<file path="src/assert_macros.svh">
// assertion macros shared by the texture sampler rtl
// no dependencies
`ifndef ASSERT_MACROS_SVH
`define ASSERT_MACROS_SVH
`ifndef ASSERT_OFF
// property must hold whenever reset is released
`define ASSERT_PROP(label, clk, rst_n, prop, msg) \
  label: assert property (@(posedge clk) disable iff (!rst_n) prop) else $error(msg);
// signal must never be unknown out of reset
`define ASSERT_KNOWN(label, clk, rst_n, sig, msg) \
  label: assert property (@(posedge clk) disable iff (!rst_n) !$isunknown(sig)) else $error(msg);
`else
`define ASSERT_PROP(label, clk, rst_n, prop, msg)
`define ASSERT_KNOWN(label, clk, rst_n, sig, msg)
`endif
`endif

</file>
<file path="src/texs_pkg.sv">
// types and constants of the texture sampler
// no dependencies
package texs_pkg;
  localparam int unsigned CompW  = 16;
  localparam int unsigned ColorW = 3 * CompW;
  localparam int unsigned DimW   = 13;
  localparam int unsigned CoordW = 16;
  localparam int unsigned SumW   = 18;
  localparam int unsigned CfgIdxW = 3;

  typedef enum logic [1:0] {
    REQ_WRITE = 2'd0,
    REQ_COLOR = 2'd1,
    REQ_INTEN = 2'd2,
    REQ_NONE  = 2'd3
  } req_e;

  typedef enum logic [1:0] {
    MODE_SOLID = 2'd0,
    MODE_IMAGE = 2'd1,
    MODE_CHECK = 2'd2,
    MODE_NONE  = 2'd3
  } mode_e;

  localparam logic [CfgIdxW-1:0] CFG_MODE   = 3'd0;
  localparam logic [CfgIdxW-1:0] CFG_WIDTH  = 3'd1;
  localparam logic [CfgIdxW-1:0] CFG_HEIGHT = 3'd2;
  localparam logic [CfgIdxW-1:0] CFG_GRAY   = 3'd3;
  localparam logic [CfgIdxW-1:0] CFG_SOLID  = 3'd4;
  localparam logic [CfgIdxW-1:0] CFG_ODD    = 3'd5;
  localparam logic [CfgIdxW-1:0] CFG_EVEN   = 3'd6;
  localparam logic [CfgIdxW-1:0] CFG_SCALE  = 3'd7;

  // configuration seen by the datapath
  typedef struct packed {
    mode_e                 mode;
    logic [DimW-1:0]       width;
    logic [DimW-1:0]       height;
    logic                  gray;
    logic [ColorW-1:0]     solid;
    logic [ColorW-1:0]     odd;
    logic [ColorW-1:0]     even;
    logic [9:0]            scale;
  } cfg_t;

  // per-request control carried down the pipe
  typedef struct packed {
    logic  valid;
    req_e  req;
  } ctl_t;

  // one-dimensional lerp with round half up
  function automatic logic [CompW-1:0] lerp(input logic [CompW-1:0] c0,
                                            input logic [CompW-1:0] c1,
                                            input logic [15:0] f);
    logic [33:0] acc;
    begin
      acc = {18'd0, c0} * ({1'b0, 17'h10000} - {1'b0, f}) + {18'd0, c1} * {18'd0, f}
            + 34'd32768;
      lerp = acc[16 +: CompW];
    end
  endfunction
endpackage

</file>
<file path="src/texs_addr.sv">
// address stage: texel coordinates, wrap neighbours, weights, checker color
// depends on texs_pkg
module texs_addr (
  input  logic                     clk_i,
  input  logic                     en_i,
  input  texs_pkg::cfg_t           cfg_i,
  input  logic [15:0]              u_i,
  input  logic [15:0]              v_i,
  output logic [12:0]              x0_o,
  output logic [12:0]              x1_o,
  output logic [12:0]              y0_o,
  output logic [12:0]              y1_o,
  output logic [15:0]              fa_o,
  output logic [15:0]              fb_o,
  output logic [texs_pkg::ColorW-1:0] chk_o
);
  import texs_pkg::*;
  logic [DimW-1:0] w, h;
  logic [28:0] px, py;
  logic [12:0] xi, yi;
  logic [13:0] xn, yn;
  logic [26:0] sx, sy;
  logic [10:0] s2;

  // scale coordinates by image size, zero size acts as one
  always_comb begin
    w  = (cfg_i.width  == '0) ? DimW'(1) : cfg_i.width;
    h  = (cfg_i.height == '0) ? DimW'(1) : cfg_i.height;
    px = u_i * w;
    py = v_i * h;
    xi = px[28:16];
    yi = py[28:16];
    xn = {1'b0, xi} + 14'd1;
    yn = {1'b0, yi} + 14'd1;
    s2 = {cfg_i.scale, 1'b0};
    sx = u_i * s2;
    sy = v_i * s2;
  end

  always_ff @(posedge clk_i) begin
    if (en_i) begin
      x0_o  <= xi;
      y0_o  <= yi;
      x1_o  <= (xn == {1'b0, w}) ? 13'd0 : xn[12:0];
      y1_o  <= (yn == {1'b0, h}) ? 13'd0 : yn[12:0];
      fa_o  <= px[15:0];
      fb_o  <= py[15:0];
      chk_o <= (sx[16] ^ sy[16]) ? cfg_i.odd : cfg_i.even;
    end
  end
endmodule

</file>
<file path="config.mk">
export PLATFORM = sky130hd
export DESIGN_NAME = texs_addr
export DESIGN_NICKNAME = d
export VERILOG_FILES = /design/src/assert_macros.svh /design/src/texs_pkg.sv /design/src/texs_addr.sv
export SDC_FILE = /design/constraint.sdc
export NUM_CORES = 2
export LEC_CHECK = 0
export ABC_AREA = 1
export BUFFER_PORTS_ARGS = -buffer_cell sky130_fd_sc_hd__clkbuf_2
export CORE_MARGIN = 2
export CORE_UTILIZATION = 60
export CTS_CLUSTER_SIZE = 8
export DETAILED_ROUTE_END_ITERATION = 10
export HOLD_SLACK_MARGIN = 0.08
export PLACE_DENSITY = 0.82
export SYNTH_ARGS = -nofsm -noshare
export SYNTH_HDL_FRONTEND = slang
export SYNTH_SLANG_ARGS = --single-unit
export TNS_END_PERCENT = 100
</file>
<file path="constraint.sdc">
create_clock -name clk_i -period 7.55 [get_ports clk_i]
set_input_delay 0.3775 -clock clk_i [delete_from_list [all_inputs] [get_ports clk_i]]
set_output_delay 0.3775 -clock clk_i [all_outputs]
set_load 0.02 [all_outputs]
</file>
Word level (Yosys, flattened, before mapping)
Cells that the tools add are included.
{ "op_classes": {"add_sub_neg": 2, "n_mul": 4, "div": 0, "magnitude_cmp": 0, "eq_ne": 2, "n_shift": 0, "n_mux": 3, "n_bitwise": 1, "reduce_logical": 2} }
{ "ops": {"columns": ["operator", "count"], "rows": [
  ["16-bit by 13-bit multiplier with 29-bit output", 2],
  ["48-bit 2-to-1 mux", 1],
  ["16-bit by 10-bit multiplier with 16-bit output", 2],
  ["13-bit by 1-bit adder with 14-bit output (second input constant)", 2],
  ["14-bit by 13-bit == test with 1-bit output", 2],
  ["13-bit logical NOT", 2],
  ["13-bit 2-to-1 mux", 2],
  ["1-bit bitwise XOR", 1]
]} }
{ "word_totals": {"regBits": 132, "latchBits": 0, "ram_bits": 0, "romBits": 0, "in_bits": 217, "output_inout_bits": 132, "elab_cells": 21, "mem_count": 0} }

Depth between registers and ports, before layout
{ "logic_depth": {"word_depth": 5, "ltp_mapped": 38, "ltp_nobuf": 35} }

Least setup slack after synthesis
No wires, ideal clock.
{ "synth_path": {"path_kind": "input port to flip-flop", "start": "input cfg_i[172] in the netlist's numbering", "end": "register x1_o[2] (data pin)", "setup_ps": 261, "t_arrival_ps": 6299, "t_required_ps": 7289, "path_slack_ps": 990, "cell_stages": 34, "n_path_buf": 3, "path_cell_list": "clkbuf_1 > clkbuf_1 > nand2_1 > fa_1 > inv_1 > fa_1 > inv_1 > fa_1 > inv_1 > fa_1 > inv_1 > fa_1 > inv_1 > ha_1 > nand2_1 > nor2_1 > inv_1 > nor2_2 > nand2_1 > nand3_1 > xor2_2 > ha_1 > nand2_1 > nor2_1 > nand2_1 > nand3_1 > nand2_1 > nand2_1 > nand2_1 > nor2_1 > nand3_1 > nor2_2 > buf_4 > nor2_1"} }
{ "synth_via": {"elab_chain_len": 5} }
{ "synth_rtl": {"columns": ["element", "line_no", "rtl"], "rows": [
  ["start, declared", "texs_addr.sv:6", "input texs_pkg::cfg_t cfg_i,"],
  ["13-bit logical NOT", "texs_addr.sv:27", "w = (cfg_i.width == '0) ? DimW'(1) : cfg_i.width;"],
  ["13-bit 2-to-1 mux *", "texs_addr.sv:27", null],
  ["16-bit by 13-bit multiplier with 29-bit output *", "texs_addr.sv:29", "px = u_i * w;"],
  ["net px[16]", "texs_addr.sv:19", "logic [28:0] px, py;"],
  ["13-bit by 1-bit adder with 14-bit output *", "texs_addr.sv:33", "xn = {1'b0, xi} + 14'd1;"],
  ["14-bit by 13-bit == test with 1-bit output", "texs_addr.sv:44", "x1_o <= (xn == {1'b0, w}) ? 13'd0 : xn[12:0];"],
  ["end signal, assigned", "texs_addr.sv:44", null],
  ["end, declared", "texs_addr.sv:10", "output logic [12:0] x1_o,"]
]} }
Mark *: on every way through the listed nets, which the timed path passes. The rest lies on a longest branch.
A chain may end at the register's enable or synchronous reset.

Final worst setup path
{ "layout_path": {"start": "input v_i[7]", "end": "register y1_o[8] (data pin)"} }
{ "layout_via": {"elab_chain_len": 3} }
{ "layout_rtl": {"columns": ["element", "line_no", "rtl"], "rows": [
  ["start, declared", "texs_addr.sv:8", "input logic [15:0] v_i,"],
  ["16-bit by 13-bit multiplier with 29-bit output *", "texs_addr.sv:30", "py = v_i * h;"],
  ["net py[17]", "texs_addr.sv:19", null],
  ["13-bit by 1-bit adder with 14-bit output *", "texs_addr.sv:34", "yn = {1'b0, yi} + 14'd1;"],
  ["14-bit by 13-bit == test with 1-bit output", "texs_addr.sv:45", "y1_o <= (yn == {1'b0, h}) ? 13'd0 : yn[12:0];"],
  ["end signal, assigned", "texs_addr.sv:45", null],
  ["end, declared", "texs_addr.sv:12", "output logic [12:0] y1_o,"]
]} }
Marks and branches as above.

==> impl_metrics.tcl <==
set metrics [dict create \
    area_growth_pct 9.73 \
    synth_top_cell_by_area "fa_1" \
    clk_path_buf_depth 2 \
    hold_class "primary input to flop" \
    setup.worst_path.start_class "primary input" \
    synth.avg_cell_area_um2 7.44 \
    yosysUniqueCellTypes 32 \
    yosys_warnings 0 \
    gp_congestion 0.973 \
    timing.final.crit_share 0.866 \
    gr-usage-met3 0.0531 \
    rsz0062_at_grt "no" \
    drtIter0Drc 1645 \
    final_util 0.668 \
    endpoint_kind "flop" \
    path_max_fanout 22 \
    synth_top_cell_area_share 0.332 \
    synthFlopType "edfxtp_1" \
    cpMostUsedCell "nand2_1" \
    portBuffers 297 \
    tightestPinTransition_ns 0.835 \
    place_area_um2 29000 \
    finalHoldViolCount 0 \
    yosys-top-cells-area "fa_1 (33%), nand2_1 (17%), inv_1 (15%)" \
    seq_area_frac_synth 0.147 \
    drc 0 \
    routed_via_density 5.10 \
    syn-cell-area_um2 26900 \
    cts-root-buf "clkbuf_16" \
    relSlewSlack 0.443 \
    min-delay-start "cfg_i[95]" \
    grt_pass1_wl_mm 115 \
    drt_wl_total_mm 68.8 \
    synth-edff-count 132 \
    worstPathRequired_ns 7.78 \
    numCtsBuffers 17 \
    overflow 0 \
    gr-usage-all-layers 0.312 \
    syn_inst 3616 \
    path_class "primary input to flop" \
    dr.pass1.iters 5 \
    grt_pass1_vias 23906 \
    dp_hpwl_mm 55.2 \
    design_area_um2 29500 \
    ys_ff_latch 132 \
    multiInputGateArea_um2 18400 \
    via_count 22654 \
    synth.most_common_cell "nand2_1" \
    post_cts_resized 0 \
    synth_fp_nets 4485 \
    crit_family "adder cells" \
    tns_ns 0 \
    grt_start_max_net_pins 73 \
    grt_busiest_layer "met2" \
    setup_viol 0 \
    critPathMaxStageDelay_ns 0.62 \
    finalNetCount 4708 \
    drt.antenna.violating_nets 0 \
    wl_per_cell_um 15.5 \
    nFillCells 3705 \
    cp.buffers_inverters 9 \
    die_w_um 216 \
    cts_hold_buf 0 \
    row_count 77 \
    antenna_found_initial 2 \
    maxCapViolations 0 \
    cts.htree.levels 4 \
    drive_gt1_frac 0.104 \
    holdPathEnd "chk_o[37]" \
    coreArea_um2 44200 \
    use_met1 0.377 \
    fp.dieArea_um2 46600 \
    drv_slew 0 \
    numClockSinks 132 \
    async_reset_ff_frac 0 \
    cts_tree "done" \
    max_freq_ghz 0.153 \
    use_met2 0.545 \
    status "complete, no violations" \
    cts_setup_buffers 0 \
    synthTopCellsByCount "nand2_1 (1222), inv_1 (1063), fa_1 (446)" \
    worstHoldPathCells 3 \
    io_pins 349 \
    worst-endpoint-arrival_ns 6.77 \
    die_h_um 216 \
    layout_min_cycle_time_ns 6.54 \
    crit_slowest_cell "fa_1" \
    path_clk_slew_ns 0.06 \
    register_area_um2 3960 \
    initial_core_util 0.609 \
]
## worst max path at each step
stage	depth (start not counted)	from	slack [ns]	to
finish	34	v_i[7]	1.01	y1_o[8]
floorplan	34	cfg_i[172]	0.99	x1_o[2]
global route	37	cfg_i[156]	0.48	y1_o[8]
global placement	31	cfg_i[168]	0.70	x1_o[2]
detailed placement	30	cfg_i[168]	0.61	x1_o[2]
CTS	34	v_i[7]	1.09	y1_o[8]
## area by class of cell
class                           count  share of cell area
Antenna cell                        1           0.0000847
Clock buffer                       18              0.0145
Clock inverter                     14             0.00445
Inverter                         1063               0.135
Multi-Input combinational cell   2276               0.623
Sequential cell                   132               0.134
Tap cell                          592              0.0251
Timing Repair Buffer              349              0.0638
## stage by stage
step	cells	worst slack, ns	hold WS, ns
2_1_floorplan	3616	0.990	0.490
3_3_place_gp	4412	0.698	0.640
3_5_place_dp	4412	0.614	0.645
4_1_cts	4444	1.09	0.129
5_1_grt	4445	0.480	0.149
6_report	4445	1.01	0.158
## kinds of logic after synthesis
logic type / after synthesis / share of synthesized area
flops: 132 / 0.147
buf+inv: 1208 / 0.169
fa+ha+maj: 652 / 0.427
compound gates: 63 / 0.0125
xor+xnor: 76 / 0.0250
simple gates: 1485 / 0.218
## state kept, by name (all words and copies together), names as in the netlist
signal / flops
chk_o: 48
fa_o: 16
fb_o: 16
x0_o: 13
x1_o: 13
y0_o: 13
y1_o: 13
## metal layers
metal	part of all wire	vias to the layer above	routed length, µm
met3	0.074	201	5060
met4	0.042	0	2880
li1	-	10723	-
met1	0.38	10805	26200
met2	0.50	925	34600
met5	0	-	0
## layout by cell type (no fill, tap or decap), drive strengths merged
cell / n
a31oi: 1
bufinv: 1
and2: 1
nor3: 10
xnor2: 38
nand3b: 7
edfxtp: 132
buf: 53
or2: 1
o211ai: 2
nand2: 1229
inv: 1066
diode: 1
clkbuf: 314
xor2: 38
clkinv: 5
o21bai: 2
fa: 446
nor2: 111
o21ai: 7
nand3: 86
a211oi: 1
clkinvlp: 5
ha: 206
a21oi: 49
nor4: 8
o31ai: 1
nand4: 32
Power is left out: the tool's default activity adds up to more than one toggle a clock period on the data nets, which glitch-free logic cannot reach.
